`config.mk`:
```
export PLATFORM = sky130hd
export DESIGN_NAME = fifo_queue_unique_key_unit_flat
export DESIGN_NICKNAME = d
export VERILOG_FILES = /design/src/hdl/fqu_pkg.sv /design/src/hdl/fqu_if.sv /design/src/hdl/fqu_store.sv /design/src/hdl/fifo_queue_unique_key_unit.sv /design/src/flat_wrapper.sv
export VERILOG_INCLUDE_DIRS = /design/src /design/src/hdl
export SDC_FILE = /design/constraint.sdc
export NUM_CORES = 1
export LEC_CHECK = 0
export ABC_AREA = 0
export ABC_CLOCK_PERIOD_IN_PS = 9070
export BUFFER_PORTS_ARGS = -buffer_cell sky130_fd_sc_hd__buf_2
export CORE_MARGIN = 4
export CORE_UTILIZATION = 42
export CTS_CLUSTER_SIZE = 16
export DETAILED_ROUTE_END_ITERATION = 8
export PLACE_DENSITY = 0.66
export SLEW_MARGIN = 5
export SYNTH_ARGS = -nofsm -noshare
export SYNTH_HDL_FRONTEND = slang
export SYNTH_HIERARCHICAL = 1
export SYNTH_SLANG_ARGS = --single-unit
```
`constraint.sdc`:
```
create_clock -name clk_i -period 9.07 [get_ports clk_i]
set_input_delay 0.907 -clock clk_i [delete_from_list [all_inputs] [get_ports clk_i]]
set_output_delay 0.907 -clock clk_i [all_outputs]
set_load 0.03 [all_outputs]
```
`src/hdl/assert_macros.svh`:
```
// ----------------------------------------------------------------------------
// Assertion macros
// Concurrent assertion wrappers shared by the RTL. Defining ASSERT_OFF
// compiles every use down to nothing.
// ----------------------------------------------------------------------------
`ifndef ASSERT_MACROS_SVH
`define ASSERT_MACROS_SVH

`ifndef ASSERT_OFF

// The property must hold at every clock edge outside reset.
`define ASSERT_CLK(lbl, clk, rst_n, prop) \
  lbl: assert property (@(posedge clk) disable iff (!rst_n) (prop)) \
    else $error("%m: assertion failed");

// The condition must never be seen at a clock edge outside reset.
`define ASSERT_NEVER(lbl, clk, rst_n, prop) \
  lbl: assert property (@(posedge clk) disable iff (!rst_n) !(prop)) \
    else $error("%m: forbidden condition seen");

`else

`define ASSERT_CLK(lbl, clk, rst_n, prop)
`define ASSERT_NEVER(lbl, clk, rst_n, prop)

`endif

`endif

```
`src/hdl/fqu_pkg.sv`:
```
// ----------------------------------------------------------------------------
// fqu_pkg
// Types, codes and the microprogram of the unique-key FIFO queue.
// ----------------------------------------------------------------------------
`default_nettype none

package fqu_pkg;

  // Field widths fixed by the interface.
  localparam int unsigned CAPACITY_DEF = 16;
  localparam int unsigned REQ_W        = 2;
  localparam int unsigned KEY_W        = 31;
  localparam int unsigned PAY_W        = 32;
  localparam int unsigned STATUS_W     = 3;
  localparam int unsigned COUNT_W      = 5;
  localparam int unsigned UPC_W        = 4;

  // Request kinds.
  typedef enum logic [REQ_W-1:0] {
    REQ_INSERT = 2'd0,
    REQ_REMOVE = 2'd1,
    REQ_SEARCH = 2'd2,
    REQ_PEEK   = 2'd3
  } req_e;

  // Result status codes.
  typedef enum logic [STATUS_W-1:0] {
    ST_OK        = 3'd0,
    ST_DUP       = 3'd1,
    ST_FULL      = 3'd2,
    ST_EMPTY     = 3'd3,
    ST_NOT_FOUND = 3'd4
  } status_e;

  // Datapath actions of one microstep.
  typedef enum logic [3:0] {
    A_NONE,
    A_FETCH,
    A_SCAN_INIT,
    A_SCAN,
    A_INS_WRITE,
    A_RES_DUP,
    A_RES_FULL,
    A_RES_NOT_FOUND,
    A_RES_HIT,
    A_RD_HEAD,
    A_RES_POP,
    A_RES_EMPTY,
    A_RES_PEEK
  } act_e;

  // Sequencing conditions of one microstep.
  typedef enum logic [2:0] {
    C_NEXT,
    C_FETCH,
    C_SCAN,
    C_FULL,
    C_EMPTY,
    C_POST
  } cond_e;

  typedef logic [UPC_W-1:0] upc_t;

  typedef struct packed {
    act_e  act;
    cond_e cond;
    upc_t  target;
  } ucode_t;

  // Microprogram step addresses.
  localparam upc_t S_FETCH    = upc_t'(0);
  localparam upc_t S_INS_INIT = upc_t'(1);
  localparam upc_t S_INS_SCAN = upc_t'(2);
  localparam upc_t S_INS_CHK  = upc_t'(3);
  localparam upc_t S_INS_WR   = upc_t'(4);
  localparam upc_t S_INS_DUP  = upc_t'(5);
  localparam upc_t S_INS_FULL = upc_t'(6);
  localparam upc_t S_SRC_INIT = upc_t'(7);
  localparam upc_t S_SRC_SCAN = upc_t'(8);
  localparam upc_t S_SRC_MISS = upc_t'(9);
  localparam upc_t S_SRC_HIT  = upc_t'(10);
  localparam upc_t S_RM_CHK   = upc_t'(11);
  localparam upc_t S_RM_POP   = upc_t'(12);
  localparam upc_t S_EMPTY    = upc_t'(13);
  localparam upc_t S_PK_CHK   = upc_t'(14);
  localparam upc_t S_PK_OUT   = upc_t'(15);

  // Control store. A step jumps to its target when its condition holds
  // and otherwise falls through to the next step or waits in place.
  function automatic ucode_t ucode_rom(input upc_t pc);
    ucode_t w;
    case (pc)
      S_FETCH:    w = '{A_FETCH,         C_FETCH, S_FETCH};
      S_INS_INIT: w = '{A_SCAN_INIT,     C_NEXT,  S_FETCH};
      S_INS_SCAN: w = '{A_SCAN,          C_SCAN,  S_INS_DUP};
      S_INS_CHK:  w = '{A_NONE,          C_FULL,  S_INS_FULL};
      S_INS_WR:   w = '{A_INS_WRITE,     C_POST,  S_FETCH};
      S_INS_DUP:  w = '{A_RES_DUP,       C_POST,  S_FETCH};
      S_INS_FULL: w = '{A_RES_FULL,      C_POST,  S_FETCH};
      S_SRC_INIT: w = '{A_SCAN_INIT,     C_NEXT,  S_FETCH};
      S_SRC_SCAN: w = '{A_SCAN,          C_SCAN,  S_SRC_HIT};
      S_SRC_MISS: w = '{A_RES_NOT_FOUND, C_POST,  S_FETCH};
      S_SRC_HIT:  w = '{A_RES_HIT,       C_POST,  S_FETCH};
      S_RM_CHK:   w = '{A_RD_HEAD,       C_EMPTY, S_EMPTY};
      S_RM_POP:   w = '{A_RES_POP,       C_POST,  S_FETCH};
      S_EMPTY:    w = '{A_RES_EMPTY,     C_POST,  S_FETCH};
      S_PK_CHK:   w = '{A_RD_HEAD,       C_EMPTY, S_EMPTY};
      S_PK_OUT:   w = '{A_RES_PEEK,      C_POST,  S_FETCH};
      default:    w = '{A_FETCH,         C_FETCH, S_FETCH};
    endcase
    return w;
  endfunction

  // Entry step of the routine for each request kind.
  function automatic upc_t dispatch(input req_e req);
    upc_t pc;
    case (req)
      REQ_INSERT: pc = S_INS_INIT;
      REQ_REMOVE: pc = S_RM_CHK;
      REQ_SEARCH: pc = S_SRC_INIT;
      REQ_PEEK:   pc = S_PK_CHK;
      default:    pc = S_FETCH;
    endcase
    return pc;
  endfunction

endpackage

`default_nettype wire

```
`src/hdl/fqu_if.sv`:
```
// ----------------------------------------------------------------------------
// fqu_if
// Valid/ready channels of the unique-key FIFO queue: requests in,
// results out.
// ----------------------------------------------------------------------------
`default_nettype none

// Request channel.
interface fqu_req_if import fqu_pkg::*; ();
  logic             valid;
  logic             ready;
  logic [REQ_W-1:0] req_type;
  logic [KEY_W-1:0] key;
  logic [PAY_W-1:0] payload;

  modport source (output valid, output req_type, output key, output payload,
                  input ready);
  modport sink   (input valid, input req_type, input key, input payload,
                  output ready);
endinterface

// Result channel.
interface fqu_rsp_if import fqu_pkg::*; ();
  logic                valid;
  logic                ready;
  logic [STATUS_W-1:0] status;
  logic [KEY_W-1:0]    found_key;
  logic [PAY_W-1:0]    found_payload;
  logic [COUNT_W-1:0]  count;
  logic                is_empty;

  modport source (output valid, output status, output found_key,
                  output found_payload, output count, output is_empty,
                  input ready);
  modport sink   (input valid, input status, input found_key,
                  input found_payload, input count, input is_empty,
                  output ready);
endinterface

`default_nettype wire

```
`src/hdl/fqu_store.sv`:
```
// ----------------------------------------------------------------------------
// fqu_store
// Entry storage: one key and payload per slot, one write port and one
// read port with registered read data.
// ----------------------------------------------------------------------------
`default_nettype none

module fqu_store import fqu_pkg::*; #(
  parameter int unsigned DEPTH = CAPACITY_DEF,
  parameter int unsigned IDX_W = $clog2(CAPACITY_DEF)
) (
  input  logic             clk_i,
  input  logic             we_i,
  input  logic [IDX_W-1:0] waddr_i,
  input  logic [KEY_W-1:0] wkey_i,
  input  logic [PAY_W-1:0] wpay_i,
  input  logic             re_i,
  input  logic [IDX_W-1:0] raddr_i,
  output logic [KEY_W-1:0] rkey_o,
  output logic [PAY_W-1:0] rpay_o
);

  logic [KEY_W+PAY_W-1:0] mem_q [DEPTH];
  logic [KEY_W+PAY_W-1:0] rd_q;

  // Write port.
  always_ff @(posedge clk_i) begin
    if (we_i) begin
      mem_q[waddr_i] <= {wkey_i, wpay_i};
    end
  end

  // Read port; the data holds until the next read.
  always_ff @(posedge clk_i) begin
    if (re_i) begin
      rd_q <= mem_q[raddr_i];
    end
  end

  assign rkey_o = rd_q[KEY_W+PAY_W-1:PAY_W];
  assign rpay_o = rd_q[PAY_W-1:0];

endmodule

`default_nettype wire

```
`src/hdl/fifo_queue_unique_key_unit.sv`:
```
// ----------------------------------------------------------------------------
// fifo_queue_unique_key_unit
// Bounded FIFO of key/payload records that refuses duplicate keys, run by
// a microcoded sequencer over a one-write, one-read-port entry store.
//
//   Channel  Dir  Beat contents
//   req_i    in   req_type, key, payload
//   rsp_o    out  status, found_key, found_payload, count, is_empty
//
// Insert and search scan the held entries one per cycle through the store
// read port; a match ends the scan early.
// Reset empties the queue at once; no clearing pass.
// A result beat waits in the output register; the next request is taken
// meanwhile, and its result step stalls until the output register frees.
// ----------------------------------------------------------------------------
`default_nettype none

`include "assert_macros.svh"

module fifo_queue_unique_key_unit import fqu_pkg::*; #(
  parameter int unsigned CAPACITY = CAPACITY_DEF
) (
  input  logic        clk_i,
  input  logic        rst_ni,
  fqu_req_if.sink     req_i,
  fqu_rsp_if.source   rsp_o
);

  localparam int unsigned IDX_W = $clog2(CAPACITY);
  localparam int unsigned CNT_W = $clog2(CAPACITY + 1);

  // Slot after a given one, wrapping at the capacity.
  function automatic logic [IDX_W-1:0] next_idx(input logic [IDX_W-1:0] idx);
    logic [IDX_W-1:0] nxt;
    if (idx == IDX_W'(CAPACITY - 1)) begin
      nxt = '0;
    end else begin
      nxt = idx + IDX_W'(1);
    end
    return nxt;
  endfunction

  // Sequencer and queue state.
  upc_t             upc_q, upc_d;
  logic [IDX_W-1:0] head_q, head_d;
  logic [CNT_W-1:0] held_q, held_d;
  logic             pend_q, pend_d;
  logic [IDX_W-1:0] scan_ptr_q, scan_ptr_d;
  logic [CNT_W-1:0] scan_cnt_q, scan_cnt_d;
  logic [KEY_W-1:0] key_q, key_d;
  logic [PAY_W-1:0] pay_q, pay_d;

  // Output register.
  logic                out_valid_q, out_valid_d;
  logic [STATUS_W-1:0] out_status_q, out_status_d;
  logic [KEY_W-1:0]    out_key_q, out_key_d;
  logic [PAY_W-1:0]    out_pay_q, out_pay_d;
  logic [COUNT_W-1:0]  out_count_q, out_count_d;
  logic                out_empty_q, out_empty_d;

  // Store ports.
  logic             mem_we, mem_re;
  logic [IDX_W-1:0] mem_raddr;
  logic [KEY_W-1:0] rd_key;
  logic [PAY_W-1:0] rd_pay;

  ucode_t                 uw;
  logic                   in_fire, post_ok, res_fire, res_post, match;
  logic                   scan_done, full, empty;
  status_e                res_status;
  logic                   res_data;
  logic [IDX_W:0]         tail_sum;
  logic [IDX_W-1:0]       tail_idx;
  logic [CNT_W+COUNT_W-1:0] cnt_ext;

  assign uw        = ucode_rom(upc_q);
  assign in_fire   = req_i.valid && req_i.ready;
  assign post_ok   = !out_valid_q || rsp_o.ready;
  assign match     = pend_q && (rd_key == key_q);
  assign scan_done = (scan_cnt_q == held_q);
  assign full      = (held_q == CNT_W'(CAPACITY));
  assign empty     = (held_q == '0);
  assign res_fire  = res_post && post_ok;

  // Tail slot, where the next insert lands.
  assign tail_sum = {1'b0, head_q} + (IDX_W+1)'(held_q);
  assign tail_idx = (tail_sum >= (IDX_W+1)'(CAPACITY))
                  ? IDX_W'(tail_sum - (IDX_W+1)'(CAPACITY))
                  : tail_sum[IDX_W-1:0];

  assign req_i.ready = (uw.act == A_FETCH);

  // Datapath actions of the current step.
  always_comb begin
    head_d     = head_q;
    held_d     = held_q;
    pend_d     = pend_q;
    scan_ptr_d = scan_ptr_q;
    scan_cnt_d = scan_cnt_q;
    key_d      = key_q;
    pay_d      = pay_q;
    mem_we     = 1'b0;
    mem_re     = 1'b0;
    mem_raddr  = scan_ptr_q;
    res_post   = 1'b0;
    res_status = ST_OK;
    res_data   = 1'b0;
    case (uw.act)
      A_FETCH: begin
        if (in_fire) begin
          key_d = req_i.key;
          pay_d = req_i.payload;
        end
      end
      A_SCAN_INIT: begin
        scan_ptr_d = head_q;
        scan_cnt_d = '0;
        pend_d     = 1'b0;
      end
      A_SCAN: begin
        // Compare last cycle's entry while reading the next one.
        if (!match && !scan_done) begin
          mem_re     = 1'b1;
          scan_ptr_d = next_idx(scan_ptr_q);
          scan_cnt_d = scan_cnt_q + CNT_W'(1);
          pend_d     = 1'b1;
        end
      end
      A_INS_WRITE: begin
        res_post = 1'b1;
        if (post_ok) begin
          mem_we = 1'b1;
          held_d = held_q + CNT_W'(1);
        end
      end
      A_RES_DUP: begin
        res_post   = 1'b1;
        res_status = ST_DUP;
      end
      A_RES_FULL: begin
        res_post   = 1'b1;
        res_status = ST_FULL;
      end
      A_RES_NOT_FOUND: begin
        res_post   = 1'b1;
        res_status = ST_NOT_FOUND;
      end
      A_RES_EMPTY: begin
        res_post   = 1'b1;
        res_status = ST_EMPTY;
      end
      A_RES_HIT, A_RES_PEEK: begin
        res_post = 1'b1;
        res_data = 1'b1;
      end
      A_RD_HEAD: begin
        if (!empty) begin
          mem_re    = 1'b1;
          mem_raddr = head_q;
        end
      end
      A_RES_POP: begin
        res_post = 1'b1;
        res_data = 1'b1;
        if (post_ok) begin
          head_d = next_idx(head_q);
          held_d = held_q - CNT_W'(1);
        end
      end
      default: begin
      end
    endcase
  end

  // Count field as seen after the request.
  assign cnt_ext = {{COUNT_W{1'b0}}, held_d};

  // Output register: load on a posted result, clear when the beat is taken.
  always_comb begin
    out_valid_d  = out_valid_q;
    out_status_d = out_status_q;
    out_key_d    = out_key_q;
    out_pay_d    = out_pay_q;
    out_count_d  = out_count_q;
    out_empty_d  = out_empty_q;
    if (res_fire) begin
      out_valid_d  = 1'b1;
      out_status_d = res_status;
      out_key_d    = res_data ? rd_key : '0;
      out_pay_d    = res_data ? rd_pay : '0;
      out_count_d  = cnt_ext[COUNT_W-1:0];
      out_empty_d  = (held_d == '0);
    end else if (rsp_o.ready) begin
      out_valid_d = 1'b0;
    end
  end

  // Step sequencing.
  always_comb begin
    case (uw.cond)
      C_NEXT:  upc_d = upc_q + upc_t'(1);
      C_FETCH: upc_d = in_fire ? dispatch(req_e'(req_i.req_type)) : upc_q;
      C_SCAN: begin
        if (match) begin
          upc_d = uw.target;
        end else if (scan_done) begin
          upc_d = upc_q + upc_t'(1);
        end else begin
          upc_d = upc_q;
        end
      end
      C_FULL:  upc_d = full ? uw.target : upc_q + upc_t'(1);
      C_EMPTY: upc_d = empty ? uw.target : upc_q + upc_t'(1);
      C_POST:  upc_d = post_ok ? uw.target : upc_q;
      default: upc_d = S_FETCH;
    endcase
  end

  // Control registers.
  always_ff @(posedge clk_i or negedge rst_ni) begin
    if (!rst_ni) begin
      upc_q       <= S_FETCH;
      head_q      <= '0;
      held_q      <= '0;
      pend_q      <= 1'b0;
      out_valid_q <= 1'b0;
    end else begin
      upc_q       <= upc_d;
      head_q      <= head_d;
      held_q      <= held_d;
      pend_q      <= pend_d;
      out_valid_q <= out_valid_d;
    end
  end

  // Payload registers.
  always_ff @(posedge clk_i) begin
    scan_ptr_q   <= scan_ptr_d;
    scan_cnt_q   <= scan_cnt_d;
    key_q        <= key_d;
    pay_q        <= pay_d;
    out_status_q <= out_status_d;
    out_key_q    <= out_key_d;
    out_pay_q    <= out_pay_d;
    out_count_q  <= out_count_d;
    out_empty_q  <= out_empty_d;
  end

  fqu_store #(
    .DEPTH (CAPACITY),
    .IDX_W (IDX_W)
  ) u_store (
    .clk_i   (clk_i),
    .we_i    (mem_we),
    .waddr_i (tail_idx),
    .wkey_i  (key_q),
    .wpay_i  (pay_q),
    .re_i    (mem_re),
    .raddr_i (mem_raddr),
    .rkey_o  (rd_key),
    .rpay_o  (rd_pay)
  );

  assign rsp_o.valid         = out_valid_q;
  assign rsp_o.status        = out_status_q;
  assign rsp_o.found_key     = out_key_q;
  assign rsp_o.found_payload = out_pay_q;
  assign rsp_o.count         = out_count_q;
  assign rsp_o.is_empty      = out_empty_q;

  // The held count never passes the capacity.
  `ASSERT_CLK(a_held_bound, clk_i, rst_ni, held_q <= CNT_W'(CAPACITY))
  // An accepted request always moves the sequencer into a routine.
  `ASSERT_CLK(a_fetch_leaves, clk_i, rst_ni, in_fire |=> upc_q != S_FETCH)
  // A delivered pop lowers the count by exactly one.
  `ASSERT_CLK(a_pop_count, clk_i, rst_ni, (uw.act == A_RES_POP && res_fire) |=> held_q == $past(held_q) - CNT_W'(1))
  // A scan never reads past the held entries.
  `ASSERT_CLK(a_scan_bound, clk_i, rst_ni, (uw.act == A_SCAN) |-> scan_cnt_q <= held_q)
  // Nothing is written into a full queue.
  `ASSERT_NEVER(a_write_full, clk_i, rst_ni, mem_we && full)

endmodule

`default_nettype wire
```
`src/flat_wrapper.sv`:
```
// flat-port wrapper written by rule: the top's interface ports become plain ports
module fifo_queue_unique_key_unit_flat import fqu_pkg::*;
#(
  parameter int unsigned CAPACITY = CAPACITY_DEF
)
  (clk_i, rst_ni, req_i_valid, req_i_req_type, req_i_key, req_i_payload, req_i_ready, rsp_o_valid, rsp_o_status, rsp_o_found_key, rsp_o_found_payload, rsp_o_count, rsp_o_is_empty, rsp_o_ready);
  fqu_req_if req_i_i ();
  fqu_rsp_if rsp_o_i ();
  input  logic clk_i;
  input  logic rst_ni;
  input wire logic [$bits(req_i_i.valid)-1:0] req_i_valid;
  input wire logic [$bits(req_i_i.req_type)-1:0] req_i_req_type;
  input wire logic [$bits(req_i_i.key)-1:0] req_i_key;
  input wire logic [$bits(req_i_i.payload)-1:0] req_i_payload;
  output wire logic [$bits(req_i_i.ready)-1:0] req_i_ready;
  output wire logic [$bits(rsp_o_i.valid)-1:0] rsp_o_valid;
  output wire logic [$bits(rsp_o_i.status)-1:0] rsp_o_status;
  output wire logic [$bits(rsp_o_i.found_key)-1:0] rsp_o_found_key;
  output wire logic [$bits(rsp_o_i.found_payload)-1:0] rsp_o_found_payload;
  output wire logic [$bits(rsp_o_i.count)-1:0] rsp_o_count;
  output wire logic [$bits(rsp_o_i.is_empty)-1:0] rsp_o_is_empty;
  input wire logic [$bits(rsp_o_i.ready)-1:0] rsp_o_ready;
  assign req_i_i.valid = req_i_valid;
  assign req_i_i.req_type = req_i_req_type;
  assign req_i_i.key = req_i_key;
  assign req_i_i.payload = req_i_payload;
  assign req_i_ready = req_i_i.ready;
  assign rsp_o_valid = rsp_o_i.valid;
  assign rsp_o_status = rsp_o_i.status;
  assign rsp_o_found_key = rsp_o_i.found_key;
  assign rsp_o_found_payload = rsp_o_i.found_payload;
  assign rsp_o_count = rsp_o_i.count;
  assign rsp_o_is_empty = rsp_o_i.is_empty;
  assign rsp_o_i.ready = rsp_o_ready;
  fifo_queue_unique_key_unit #(.CAPACITY(CAPACITY)) u_core (.clk_i(clk_i), .rst_ni(rst_ni), .req_i(req_i_i), .rsp_o(rsp_o_i));
endmodule
```
==> run_summary.xml, run 1 <==
<?xml version="1.0" encoding="UTF-8"?>
<metrics>
  <group name="sta">
    <metric name="timing.final.crit_period" unit="ns">5.83</metric>
    <metric name="tightestPinTransition" unit="ns">1.13</metric>
    <metric name="slew_viol_final" unit="">0</metric>
    <metric name="setup-tns-final" unit="ns">0</metric>
    <metric name="clock-skew-final" unit="ns">0.0380</metric>
    <metric name="finalHoldViolations" unit="">0</metric>
    <metric name="maxClockFrequency" unit="MHz">172</metric>
    <metric name="timing.max_slew.rel_slack" unit="%">24.6</metric>
    <metric name="rsz_0062_raised_after_global_routing" unit="">no</metric>
    <metric name="setup_violations" unit="">0</metric>
    <metric name="ratio_of_final_minimum_period_to_clock_period" unit="%">64.3</metric>
  </group>
  <group name="global_route">
    <metric name="grtUsageTotal" unit="%">18.3</metric>
    <metric name="first_pass_grt_wire_length" unit="µm">157000</metric>
    <metric name="grt_antenna_before_repair" unit="">4</metric>
    <metric name="number_of_global_route_vias_before_repair" unit="">22600</metric>
    <metric name="grt_overflow_total" unit="">0</metric>
    <metric name="grt_max_degree" unit="">149</metric>
  </group>
  <group name="die">
    <metric name="core_area" unit="µm²">109000</metric>
    <metric name="initial_core_util" unit="%">42.5</metric>
    <metric name="ios" unit="">143</metric>
    <metric name="die_width" unit="µm">341</metric>
    <metric name="chipHeight" unit="µm">341</metric>
    <metric name="std_cell_rows" unit="">121</metric>
    <metric name="fp.dieArea" unit="µm²">116000</metric>
  </group>
  <group name="clock_network">
    <metric name="cts_buffers" unit="">120</metric>
    <metric name="clk_pin_slew" unit="ns">0.06</metric>
    <metric name="clockBufferDepth" unit="">3</metric>
    <metric name="cts.repair.resized" unit="">0</metric>
    <metric name="tritoncts_clock_tree" unit="">yes</metric>
    <metric name="post_cts_hold_buffer_count" unit="">0</metric>
    <metric name="cts_htree_levels" unit="">3</metric>
    <metric name="worstSkewPairLatency" unit="ns">0.72</metric>
    <metric name="cts-root-buf" unit="">sky130_fd_sc_hd__clkbuf_16</metric>
    <metric name="clock-sinks" unit="">1230</metric>
    <metric name="postCtsSetupBuffers" unit="">0</metric>
  </group>
  <group name="synthesis">
    <metric name="synth_enable_flop_cells" unit="">1215</metric>
    <metric name="fraction_of_synthesis_flops_using_an_asynchronous_set_or_reset_pin" unit="%">1.22</metric>
    <metric name="unique_masters_post_synth" unit="">57</metric>
    <metric name="postSynthAreaPerCell" unit="µm²">22.0</metric>
    <metric name="dominantRegCellSynth" unit="">sky130_fd_sc_hd__edfxtp_1</metric>
    <metric name="syn_inst" unit="">2114</metric>
    <metric name="yosysWarnings" unit="">6</metric>
    <metric name="syn-num-nets" unit="">2199</metric>
    <metric name="postSynthRegisterBits" unit="">1230</metric>
    <metric name="cell_area_after_technology_mapping" unit="µm²">46500</metric>
    <metric name="synth-seq-area-share" unit="%">79.2</metric>
  </group>
  <group name="route">
    <metric name="route.final.wire_length" unit="µm">107000</metric>
    <metric name="detail_route.wl_per_cell" unit="µm">27.6</metric>
    <metric name="detailedRoute.firstPassIterationCount" unit="">5</metric>
    <metric name="avg_vias_per_cell" unit="">5.68</metric>
    <metric name="route.antenna.remaining_nets" unit="">0</metric>
    <metric name="remaining_drc_errors" unit="">0</metric>
    <metric name="total_number_of_vias" unit="">22100</metric>
    <metric name="drt-initial-drc-count" unit="">2437</metric>
  </group>
  <group name="pwr">
    <metric name="cell_internal_pwr" unit="µW">11800</metric>
    <metric name="cellPowerDensity" unit="nW/µm²">328</metric>
    <metric name="seqPwrFrac" unit="%">45.4</metric>
    <metric name="cellLeakagePower" unit="µW">0.0167</metric>
    <metric name="vdd.ir_drop.worst" unit="V">0.000255</metric>
    <metric name="power_frac_clock" unit="%">26.9</metric>
    <metric name="combinational_group_share_of_total_power" unit="%">27.7</metric>
    <metric name="net-switching-power" unit="µW">5500</metric>
    <metric name="netSwitchingFraction" unit="%">31.8</metric>
  </group>
  <group name="worst_setup_path">
    <metric name="cp_data_required_time" unit="ns">9.53</metric>
    <metric name="crit_path_launch_type" unit="">flop</metric>
    <metric name="worstSetupPathType" unit="">reg -&gt; reg</metric>
    <metric name="setup.worst_path.end_class" unit="">flop</metric>
    <metric name="critPathArrivalTime" unit="ns">6.29</metric>
    <metric name="timing.critical_path.fanout_max" unit="">148</metric>
  </group>
  <group name="placement">
    <metric name="place.gp.congestion" unit="">0.777</metric>
    <metric name="place.port_buffers" unit="">142</metric>
    <metric name="placedCellCount" unit="">3669</metric>
    <metric name="post-dp-hpwl" unit="µm">54100</metric>
  </group>
  <group name="worst_hold_path">
    <metric name="hold_class" unit="">in -&gt; async</metric>
  </group>
  <group name="final_layout">
    <metric name="area_growth" unit="%">13.4</metric>
    <metric name="design.final.nets" unit="">2400</metric>
    <metric name="finalNonFillerCells" unit="">3890</metric>
    <metric name="drive_gt1_share" unit="%">25.9</metric>
  </group>
  <group name="job">
    <metric name="maxCapViolCount" unit="">0</metric>
  </group>
  <group name="outcome">
    <metric name="run_status" unit="">finished clean</metric>
  </group>
</metrics>
==> path summary, 6_finish.rpt <==
kind	startpoint	end	slack, ns	cells past startpoint
min in group clk_i	req_i_payload[15]	u_core/pay_q[15]	0.36	1
setup reg to reg	u_core/upc_q[1]	u_core/u_store/rd_q[53]	3.24	11
max in group asynchronous	rst_ni	u_core/held_q[0]	8.64	1
hold / removal	rst_ni	u_core/upc_q[1]	0.12	1
setup / recovery	u_core/upc_q[1]	u_core/u_store/rd_q[53]	3.24	11
hold reg to reg	u_core/u_store/rd_q[0]	u_core/rsp_o.found_payload[0]	0.53	1
==> power by group through the flow <==
| stage | Sequential [µW] | Combinational [µW] | Clock (µW) |
|---|---|---|---|
| after CTS | 7870 | 4860 | 4770 |
| after global placement | 7930 | 4760 | 0 |
| after global routing | 7940 | 5140 | 5030 |
| final | 7860 | 4800 | 4660 |
| after floorplan | 8130 | 3170 | 0 |
| after detailed placement | 7980 | 4850 | 0 |
==> synthesized netlist by cell type (all sizes together), types with 7 or more instances <==
cell type	number	area share (%)
xor2	7	0.13
nor2b	7	0.094
a21oi	11	0.12
mux4	253	12
clkbuf	59	0.48
nand2	91	0.73
nor2	34	0.27
buf	41	0.67
nor3	8	0.086
a22oi	132	2.1
dfrtp	15	0.81
xnor2	42	0.79
o21ai	22	0.24
ha	15	0.40
nand3	8	0.086
edfxtp	1215	78
inv	15	0.12
and2	68	0.91
nand4	10	0.13
==> worst max-delay path: stages (launching register included) <==
cell and delay [ns]:
sky130_fd_sc_hd__dfrtp_1 0.61, sky130_fd_sc_hd__inv_1 0.19, sky130_fd_sc_hd__ha_1 0.47, sky130_fd_sc_hd__inv_2 0.09
sky130_fd_sc_hd__mux4_2 0.64, sky130_fd_sc_hd__or2_1 0.31, sky130_fd_sc_hd__or3b_1 0.62, sky130_fd_sc_hd__o21ai_4 0.93
sky130_fd_sc_hd__buf_12 0.65, sky130_fd_sc_hd__mux4_2 0.42, sky130_fd_sc_hd__a22oi_1 0.26, sky130_fd_sc_hd__nand2_1 0.09
==> cells in the final DEF, fill, tap and decap left out, types with 5 or more instances in the layout <==
cell type and n:
sky130_fd_sc_hd__nor2_4 14, sky130_fd_sc_hd__a32oi_1 5, sky130_fd_sc_hd__nor2_1 20, sky130_fd_sc_hd__xnor2_1 42, sky130_fd_sc_hd__edfxtp_1 1215, sky130_fd_sc_hd__a22oi_1 132
sky130_fd_sc_hd__clkbuf_1 30, sky130_fd_sc_hd__nand3_1 8, sky130_fd_sc_hd__nand4_1 10, sky130_fd_sc_hd__and2_1 66, sky130_fd_sc_hd__nor2b_1 5, sky130_fd_sc_hd__xor2_1 7
sky130_fd_sc_hd__clkinv_1 31, sky130_fd_sc_hd__clkbuf_16 121, sky130_fd_sc_hd__o21ai_0 18, sky130_fd_sc_hd__buf_4 33, sky130_fd_sc_hd__nand2_1 91, sky130_fd_sc_hd__buf_2 142
sky130_fd_sc_hd__clkbuf_8 6, sky130_fd_sc_hd__ha_1 15, sky130_fd_sc_hd__dfrtp_1 15, sky130_fd_sc_hd__a21oi_1 11, sky130_fd_sc_hd__mux4_2 253, sky130_fd_sc_hd__clkinv_2 17
sky130_fd_sc_hd__inv_1 14
==> cell families after synthesis <==
kind of cell | share of synthesized area [%]
mux | 12.4
compound gates | 2.99
xor+xnor | 0.922
flops | 79.2
fa+ha+maj | 0.446
buf+inv | 1.27
simple gates | 2.73
==> final cells by class <==
| class | count | area (µm²) |
|---|---|---|
| Antenna cell | 2 | 5.00 |
| Clock buffer | 157 | 3220 |
| Clock inverter | 62 | 485 |
| Fill cell | 8747 | 56700 |
| Inverter | 15 | 56.3 |
| Multi-Input combinational cell | 769 | 9270 |
| Sequential cell | 1230 | 36900 |
| Tap cell | 1476 | 1850 |
| Timing Repair Buffer | 179 | 1040 |
==> state kept, by name, indices dropped and copies added (netlist names) <==
| signal | flops |
|---|---|
| u_core/u_store/rd_q | 63 |
| u_core/u_store/mem_q | 1008 |
| u_core/upc_q | 4 |
| u_core/pay_q | 32 |
| u_core/key_q | 31 |
| u_core/scan_ptr_q | 4 |
| u_core/scan_cnt_q | 5 |
| u_core/rsp_o.is_empty | 1 |
| u_core/pend_q | 1 |
| u_core/rsp_o.found_payload | 32 |
| u_core/rsp_o.status | 3 |
| u_core/rsp_o.valid | 1 |
| u_core/held_q | 5 |
| u_core/rsp_o.count | 5 |
| u_core/rsp_o.found_key | 31 |
| u_core/head_q | 4 |
==> per-layer routing <==
| layer | global-route usage (%) | vias to the layer above | routed length [µm] |
|---|---|---|---|
| met5 | 0 | - | 0 |
| met4 | 4.66 | 0 | 2210 |
| met3 | 2.59 | 142 | 7500 |
| met2 | 30.7 | 942 | 54100 |
| met1 | 25.6 | 11800 | 43700 |
| li1 | - | 9210 | - |
==> through the flow <==
step	area (µm²)	utilization [%]	worst slack, ns	hold WS (ns)	power (µW)
after detailed placement	49100	44.8	3.36	0.513	12800
final	52800	48.2	3.24	0.121	17300
after global routing	52800	48.2	2.98	0.120	18100
after global placement	49100	44.8	3.59	0.518	12700
after floorplan	46500	-	1.72	0.491	11300
after CTS	52800	48.2	3.33	0.0821	17500
No activity file was read; power rests on OpenSTA's default activity.
==> run 2: changes to the inputs <==
Settings changed: ABC_CLOCK_PERIOD_IN_PS 9070 to 5700.
Clock period 9.07 ns to 5.7 ns, I/O delays scaled along.
==> run_summary.xml, run 2 (synthesized netlist as in run 1, its figures left out) <==
<?xml version="1.0" encoding="UTF-8"?>
<metrics>
  <group name="clock_network">
    <metric name="tritoncts_clock_tree" unit="">yes</metric>
    <metric name="worstSkewPairLatency" unit="ns">0.69</metric>
    <metric name="clockBufferDepth" unit="">3</metric>
    <metric name="clock-sinks" unit="">1230</metric>
    <metric name="cts_htree_levels" unit="">3</metric>
    <metric name="clk_pin_slew" unit="ns">0.06</metric>
    <metric name="cts.repair.resized" unit="">0</metric>
    <metric name="cts_buffers" unit="">119</metric>
    <metric name="post_cts_hold_buffer_count" unit="">2</metric>
    <metric name="cts-root-buf" unit="">sky130_fd_sc_hd__clkbuf_16</metric>
    <metric name="postCtsSetupBuffers" unit="">0</metric>
  </group>
  <group name="final_layout">
    <metric name="utilization" unit="%">48.8</metric>
    <metric name="finalNonFillerCells" unit="">3925</metric>
    <metric name="layout_top_registers" unit="">u_core/u_store/mem_q: 1008 flops, u_core/u_store/rd_q: 63 flops</metric>
    <metric name="layout_common_cells" unit="">1215 x sky130_fd_sc_hd__edfxtp_1, 253 x sky130_fd_sc_hd__mux4_2, 142 x sky130_fd_sc_hd__buf_2</metric>
    <metric name="registers.top_by_ff_count" unit="">u_core/u_store/mem_q</metric>
    <metric name="area_growth" unit="%">14.9</metric>
    <metric name="mostFrequentLayoutCell" unit="">sky130_fd_sc_hd__edfxtp_1</metric>
    <metric name="largest_register_ffs" unit="">1008</metric>
    <metric name="drive_gt1_share" unit="%">26.8</metric>
    <metric name="design.final.nets" unit="">2431</metric>
  </group>
  <group name="worst_setup_path">
    <metric name="cp-startpoint" unit="">u_core/upc_q[1]</metric>
    <metric name="cp_data_required_time" unit="ns">6.14</metric>
    <metric name="r2r-end" unit="">u_core/u_store/rd_q[7]</metric>
    <metric name="critPathArrivalTime" unit="ns">5.55</metric>
    <metric name="reg2reg_setup_slack" unit="ns">0.58</metric>
    <metric name="max_stage_delay" unit="ns">0.71</metric>
    <metric name="slowest_stage" unit="">sky130_fd_sc_hd__mux2_8</metric>
    <metric name="timing.critical_path.to" unit="">u_core/u_store/rd_q[7]</metric>
    <metric name="setup.worst_path.end_class" unit="">flop</metric>
    <metric name="worstSetupPathType" unit="">reg -&gt; reg</metric>
    <metric name="worstPathCellList" unit="">inv_1, ha_1, inv_2, mux4_2, or2_1, or3b_1, mux2_8, buf_12, mux4_2, a22oi_1, nand2_1</metric>
    <metric name="worst_r2r_path_depth" unit="">11</metric>
    <metric name="timing.critical_path.fanout_max" unit="">38</metric>
    <metric name="crit_path_launch_type" unit="">flop</metric>
    <metric name="crit-reg2reg-launch" unit="">u_core/upc_q[1]</metric>
    <metric name="library_cell_appearing_most_often_on_the_critical_path" unit="">sky130_fd_sc_hd__mux4_2</metric>
  </group>
  <group name="die">
    <metric name="core_area" unit="µm²">109000</metric>
    <metric name="ios" unit="">143</metric>
    <metric name="fp.dieArea" unit="µm²">116000</metric>
    <metric name="die_width" unit="µm">341</metric>
    <metric name="std_cell_rows" unit="">121</metric>
    <metric name="initial_core_util" unit="%">42.5</metric>
    <metric name="chipHeight" unit="µm">341</metric>
  </group>
  <group name="sta">
    <metric name="tightestPinTransition" unit="ns">1.11</metric>
    <metric name="setup-tns-final" unit="ns">0</metric>
    <metric name="ratio_of_final_minimum_period_to_clock_period" unit="%">89.8</metric>
    <metric name="rsz_0062_raised_after_global_routing" unit="">no</metric>
    <metric name="clock-skew-final" unit="ns">0.0282</metric>
    <metric name="finalHoldViolations" unit="">0</metric>
    <metric name="setup_violations" unit="">0</metric>
    <metric name="timing.final.crit_period" unit="ns">5.12</metric>
    <metric name="slew_viol_final" unit="">0</metric>
    <metric name="maxClockFrequency" unit="MHz">195</metric>
    <metric name="timing.max_slew.rel_slack" unit="%">25.5</metric>
  </group>
  <group name="route">
    <metric name="avg_vias_per_cell" unit="">5.70</metric>
    <metric name="detailedRoute.firstPassIterationCount" unit="">6</metric>
    <metric name="route.final.wire_length" unit="µm">108000</metric>
    <metric name="route.antenna.remaining_nets" unit="">0</metric>
    <metric name="drt-initial-drc-count" unit="">2552</metric>
    <metric name="total_number_of_vias" unit="">22400</metric>
    <metric name="remaining_drc_errors" unit="">0</metric>
    <metric name="detail_route.wl_per_cell" unit="µm">27.5</metric>
  </group>
  <group name="global_route">
    <metric name="grt_antenna_before_repair" unit="">3</metric>
    <metric name="grt_overflow_total" unit="">0</metric>
    <metric name="grt_max_degree" unit="">77</metric>
    <metric name="first_pass_grt_wire_length" unit="µm">158000</metric>
    <metric name="grtUsageTotal" unit="%">18.5</metric>
    <metric name="number_of_global_route_vias_before_repair" unit="">23000</metric>
  </group>
  <group name="placement">
    <metric name="place.gp.congestion" unit="">0.807</metric>
    <metric name="place.port_buffers" unit="">142</metric>
    <metric name="post-dp-hpwl" unit="µm">55700</metric>
    <metric name="placedCellCount" unit="">3699</metric>
  </group>
  <group name="pwr">
    <metric name="cellLeakagePower" unit="µW">0.0170</metric>
    <metric name="cellPowerDensity" unit="nW/µm²">523</metric>
    <metric name="vdd.ir_drop.worst" unit="V">0.000561</metric>
  </group>
  <group name="job">
    <metric name="maxCapViolCount" unit="">0</metric>
  </group>
  <group name="outcome">
    <metric name="run_status" unit="">finished clean</metric>
  </group>
  <group name="worst_hold_path">
    <metric name="hold_class" unit="">in -&gt; reg</metric>
  </group>
</metrics>
[run 2: worst min-delay path by stage]
stage | endpoint | from | cells after the start
after floorplan | u_core/head_q[0] | rst_ni | 0
after global placement | u_core/rsp_o.found_payload[24] | u_core/u_store/rd_q[24] | 1
after detailed placement | u_core/rsp_o.found_payload[30] | u_core/u_store/rd_q[30] | 1
after CTS | u_core/pay_q[10] | req_i_payload[10] | 1
after global routing | u_core/pay_q[7] | req_i_payload[7] | 1
final | u_core/pay_q[10] | req_i_payload[10] | 1
[run 2: metrics by stage]
stage / total power (µW) / instance area (µm²) / hold slack [ns] / setup WS, ns
2_1_floorplan: 18000 / 46600 / 0.274 / 0.0274
3_3_place_gp: 20500 / 49700 / 0.505 / 0.798
3_5_place_dp: 20700 / 49700 / 0.508 / 0.626
4_1_cts: 28200 / 53500 / 0.00552 / 0.615
5_1_grt: 29200 / 53500 / 0.0284 / 0.248
6_report: 28000 / 53500 / 0.0536 / 0.583
[run 2: area by class of cell]
cell class,count,area [µm²]
Clock inverter,66,567
Clock buffer,155,3180
Sequential cell,1230,36900
Multi-Input combinational cell,769,9300
Timing Repair Buffer,211,1650
Fill cell,8664,56000
Antenna cell,3,7.51
Inverter,15,56.3
Tap cell,1476,1850
[run 2: power by group]
part           switching, µW  internal [µW]
registers                807          11700
logic                   4730           3170
clock network           3240           4320
[run 2: layer usage]
| layer | global-route usage (%) | share of wire (%) | vias to the layer above |
|---|---|---|---|
| met4 | 4.04 | 1.6 | 2 |
| met1 | 25.8 | 41 | 12000 |
| li1 | - | - | 9279 |
| met2 | 30.7 | 50 | 940 |
| met5 | 0 | 0.0083 | - |
| met3 | 3.51 | 7.8 | 138 |
[run 2: critical path: cells and delay by family, from the launching register on]
family | cells | cell delay, ns
mux | 3 | 1.89
simple gates | 3 | 0.97
flops | 1 | 0.61
fa+ha+maj | 1 | 0.49
compound gates | 1 | 0.21
buf+inv | 3 | 0.62
==> run 3: changes to the inputs <==
Settings changed: PLACE_DENSITY 0.66 to 0.65, SYNTH_HIERARCHICAL 1 to not set.
==> run_summary.xml, run 3 <==
<?xml version="1.0" encoding="UTF-8"?>
<metrics>
  <group name="die">
    <metric name="die_width" unit="µm">352</metric>
    <metric name="initial_core_util" unit="%">42.5</metric>
    <metric name="chipHeight" unit="µm">352</metric>
    <metric name="core_area" unit="µm²">117000</metric>
    <metric name="fp.dieArea" unit="µm²">124000</metric>
    <metric name="std_cell_rows" unit="">125</metric>
    <metric name="ios" unit="">143</metric>
  </group>
  <group name="synthesis">
    <metric name="netlist.top_cell.by_area" unit="">sky130_fd_sc_hd__edfxtp_1</metric>
    <metric name="dominantRegCellSynth" unit="">sky130_fd_sc_hd__edfxtp_1</metric>
    <metric name="syn-num-nets" unit="">3169</metric>
    <metric name="synth_top_cells_by_area" unit="">sky130_fd_sc_hd__edfxtp_1 74%, sky130_fd_sc_hd__mux2i_1 7.4%, sky130_fd_sc_hd__a311oi_1 2.6%, sky130_fd_sc_hd__o22ai_1 1.8%, sky130_fd_sc_hd__nand2_1 1.8%</metric>
    <metric name="synth_enable_flop_cells" unit="">1215</metric>
    <metric name="unique_masters_post_synth" unit="">63</metric>
    <metric name="synth_most_common_cell" unit="">sky130_fd_sc_hd__edfxtp_1</metric>
    <metric name="postSynthRegisterBits" unit="">1230</metric>
    <metric name="syn_inst" unit="">3084</metric>
    <metric name="postSynthAreaPerCell" unit="µm²">16.1</metric>
    <metric name="yosysWarnings" unit="">0</metric>
    <metric name="fraction_of_synthesis_flops_using_an_asynchronous_set_or_reset_pin" unit="%">1.22</metric>
    <metric name="cell_area_after_technology_mapping" unit="µm²">49600</metric>
    <metric name="synth_top_area_share" unit="%">73.5</metric>
    <metric name="synth-seq-area-share" unit="%">74.3</metric>
    <metric name="netlist_top_cells_count" unit="">1215 x sky130_fd_sc_hd__edfxtp_1, 367 x sky130_fd_sc_hd__mux2i_1, 238 x sky130_fd_sc_hd__nand2_1</metric>
  </group>
  <group name="sta">
    <metric name="rsz_0062_raised_after_global_routing" unit="">no</metric>
    <metric name="timing.max_slew.rel_slack" unit="%">28.7</metric>
    <metric name="finalHoldViolations" unit="">0</metric>
    <metric name="setup_violations" unit="">0</metric>
    <metric name="setup-tns-final" unit="ns">0</metric>
    <metric name="postLayoutSetupSlackWorst" unit="ns">1.14</metric>
    <metric name="tightestPinTransition" unit="ns">1.07</metric>
    <metric name="timing.final.crit_period" unit="ns">4.56</metric>
    <metric name="maxClockFrequency" unit="MHz">220</metric>
    <metric name="slew_viol_final" unit="">0</metric>
    <metric name="ratio_of_final_minimum_period_to_clock_period" unit="%">79.9</metric>
    <metric name="clock-skew-final" unit="ns">0.0356</metric>
  </group>
  <group name="route">
    <metric name="drt-initial-drc-count" unit="">2940</metric>
    <metric name="route.final.wire_length" unit="µm">127000</metric>
    <metric name="total_number_of_vias" unit="">28700</metric>
    <metric name="remaining_drc_errors" unit="">0</metric>
    <metric name="detail_route.wl_per_cell" unit="µm">26.3</metric>
    <metric name="route.antenna.remaining_nets" unit="">0</metric>
    <metric name="detailedRoute.firstPassIterationCount" unit="">8</metric>
    <metric name="avg_vias_per_cell" unit="">5.92</metric>
  </group>
  <group name="clock_network">
    <metric name="clk_pin_slew" unit="ns">0.06</metric>
    <metric name="postCtsSetupBuffers" unit="">0</metric>
    <metric name="cts.repair.resized" unit="">0</metric>
    <metric name="tritoncts_clock_tree" unit="">yes</metric>
    <metric name="post_cts_hold_buffer_count" unit="">15</metric>
    <metric name="cts_buffers" unit="">117</metric>
    <metric name="cts-root-buf" unit="">sky130_fd_sc_hd__clkbuf_16</metric>
    <metric name="worstSkewPairLatency" unit="ns">0.70</metric>
    <metric name="clockBufferDepth" unit="">3</metric>
    <metric name="cts_htree_levels" unit="">3</metric>
    <metric name="clock-sinks" unit="">1230</metric>
  </group>
  <group name="placement">
    <metric name="place.gp.congestion" unit="">0.790</metric>
    <metric name="post-dp-hpwl" unit="µm">66600</metric>
    <metric name="place.port_buffers" unit="">142</metric>
    <metric name="pre_cts_slack" unit="ns">1.19</metric>
  </group>
  <group name="worst_setup_path">
    <metric name="worstPathCellList" unit="">inv_1, ha_1, mux4_4, nand3_4, mux2_8, buf_4, mux2i_1, o221ai_1, or4_1</metric>
    <metric name="reg2reg_setup_slack" unit="ns">1.14</metric>
    <metric name="path_buf_inv" unit="">2</metric>
    <metric name="crit_path_launch_type" unit="">flop</metric>
    <metric name="cp-startpoint" unit="">u_core.upc_q[1]</metric>
    <metric name="r2r-end" unit="">u_core.u_store.rd_q[53]</metric>
    <metric name="slowest_stage" unit="">sky130_fd_sc_hd__mux4_4</metric>
    <metric name="crit-reg2reg-launch" unit="">u_core.upc_q[1]</metric>
    <metric name="critPathArrivalTime" unit="ns">4.98</metric>
    <metric name="worstSetupPathType" unit="">reg -&gt; reg</metric>
    <metric name="critPathTopFamily" unit="">multiplexers</metric>
    <metric name="setup.worst_path.end_class" unit="">flop</metric>
    <metric name="worst_r2r_path_depth" unit="">9</metric>
    <metric name="timing.critical_path.fanout_max" unit="">64</metric>
    <metric name="max_stage_delay" unit="ns">0.79</metric>
    <metric name="cp_data_required_time" unit="ns">6.13</metric>
  </group>
  <group name="pwr">
    <metric name="cellLeakagePower" unit="µW">0.0187</metric>
    <metric name="seqPwrFrac" unit="%">42.4</metric>
    <metric name="net-switching-power" unit="µW">11000</metric>
    <metric name="netSwitchingFraction" unit="%">36.6</metric>
    <metric name="cell_internal_pwr" unit="µW">19100</metric>
    <metric name="combinational_group_share_of_total_power" unit="%">32.6</metric>
    <metric name="power_frac_clock" unit="%">24.9</metric>
    <metric name="report.power.total" unit="µW">30200</metric>
    <metric name="cellPowerDensity" unit="nW/µm²">534</metric>
    <metric name="vdd.ir_drop.worst" unit="V">0.000433</metric>
  </group>
  <group name="final_layout">
    <metric name="drive_gt1_share" unit="%">13.1</metric>
    <metric name="area_growth" unit="%">13.8</metric>
    <metric name="layout_common_cells" unit="">1215 x sky130_fd_sc_hd__edfxtp_1, 365 x sky130_fd_sc_hd__mux2i_1, 237 x sky130_fd_sc_hd__nand2_1</metric>
    <metric name="diodes" unit="">0</metric>
    <metric name="mostFrequentLayoutCell" unit="">sky130_fd_sc_hd__edfxtp_1</metric>
    <metric name="largest_register_ffs" unit="">1008</metric>
    <metric name="registers.top_by_ff_count" unit="">u_core.u_store.mem_q</metric>
    <metric name="layout_top_registers" unit="">u_core.u_store.mem_q: 1008 flops, u_core.u_store.rd_q: 63 flops</metric>
    <metric name="design.final.nets" unit="">3314</metric>
  </group>
  <group name="worst_hold_path">
    <metric name="hold_critical_path_depth" unit="">1</metric>
    <metric name="min_delay_src" unit="">req_i_payload[23]</metric>
    <metric name="timing.hold.worst_endpoint" unit="">u_core.pay_q[23]</metric>
    <metric name="hold_class" unit="">in -&gt; reg</metric>
  </group>
  <group name="global_route">
    <metric name="grt_max_degree" unit="">98</metric>
    <metric name="grtUsageTotal" unit="%">20.2</metric>
    <metric name="grt_antenna_before_repair" unit="">5</metric>
    <metric name="number_of_global_route_vias_before_repair" unit="">28200</metric>
    <metric name="first_pass_grt_wire_length" unit="µm">186000</metric>
    <metric name="grt_overflow_total" unit="">0</metric>
  </group>
  <group name="job">
    <metric name="maxCapViolCount" unit="">0</metric>
  </group>
  <group name="outcome">
    <metric name="run_status" unit="">finished clean</metric>
  </group>
</metrics>
==> run 3: cell types whose count changed after synthesis, sizes merged, moves of 50 or more <==
cell     delta
nand2b     +78
a2111oi    +72
buf        +50
clkbuf     +60
mux2i     +365
a311oi    +143
nand2     +149
a22oi     -131
or4        +63
inv        +69
o22ai     +143
a21oi      +73
mux4      -251
==> run 3: worst register-to-register path, cell delays in order, from the launching register on <==
cell,delay [ns]
sky130_fd_sc_hd__dfrtp_1,0.57
sky130_fd_sc_hd__inv_1,0.19
sky130_fd_sc_hd__ha_1,0.41
sky130_fd_sc_hd__mux4_4,0.79
sky130_fd_sc_hd__nand3_4,0.18
sky130_fd_sc_hd__mux2_8,0.66
sky130_fd_sc_hd__buf_4,0.55
sky130_fd_sc_hd__mux2i_1,0.27
sky130_fd_sc_hd__o221ai_1,0.14
sky130_fd_sc_hd__or4_1,0.55
==> run 3: cell type report <==
type	instances	area, µm²
Clock buffer	145	3080
Clock inverter	72	633
Fill cell	9699	60200
Inverter	84	318
Multi-Input combinational cell	1560	11800
Sequential cell	1230	36900
Tap cell	1524	1910
Timing Repair Buffer	236	1840
==> run 3: through the flow <==
stage          cell area, µm²  instances  hold WS [ns]  utilization [%]
5_1_grt                 56500       4851        0.0178             48.4
3_3_place_gp            52600       4619         0.519             45.1
6_report                56500       4851        0.0493             48.4
3_5_place_dp            52600       4619         0.523             45.1
4_1_cts                 56500       4851       0.00152             48.4
2_1_floorplan           49600       3084         0.274                -
==> run 3: power by group through the flow <==
stage / Sequential (µW) / Clock, µW / Combinational [µW]
floorplan: 13100 / 0 / 6080
global placement: 13000 / 0 / 9690
detailed placement: 13000 / 0 / 9780
CTS: 12800 / 7670 / 9800
global route: 12900 / 8050 / 10500
finish: 12800 / 7520 / 9840
==> run 3: cells by family after synthesis <==
kind of cell	Yosys count	synth area share, %
xor gates and xnor gates	51	0.900
DFF	1230	74.3
AOI/OAI and AO/OA	570	8.60
buffers and inverters	294	2.43
adders and majority gates	16	0.419
muxes	375	7.65
and+or+nand+nor	548	5.70
==> run 3: worst max path at each step <==
stage | depth (start not counted) | endpoint | slack, ns
6_report | 9 | u_core.u_store.rd_q[53] | 1.14
5_1_grt | 7 | u_core.u_store.mem_q[6][46] | 0.95
4_1_cts | 9 | u_core.u_store.rd_q[53] | 1.14
3_5_place_dp | 9 | u_core.u_store.rd_q[62] | 1.19
3_3_place_gp | 9 | u_core.u_store.rd_q[53] | 1.25
2_1_floorplan | 9 | u_core.u_store.mem_q[2][0] | 0.03
==> run 3: routing by layer <==
| layer | part of all wire (%) | vias up | wire (µm) | GRT usage, % |
|---|---|---|---|---|
| met5 | 0.010 | - | 13 | 0 |
| met4 | 2.8 | 2 | 3550 | 6.72 |
| met3 | 7.3 | 258 | 9280 | 2.68 |
| met2 | 48 | 1285 | 61100 | 33.1 |
| met1 | 42 | 14600 | 53500 | 28.0 |
| li1 | - | 12600 | - | - |
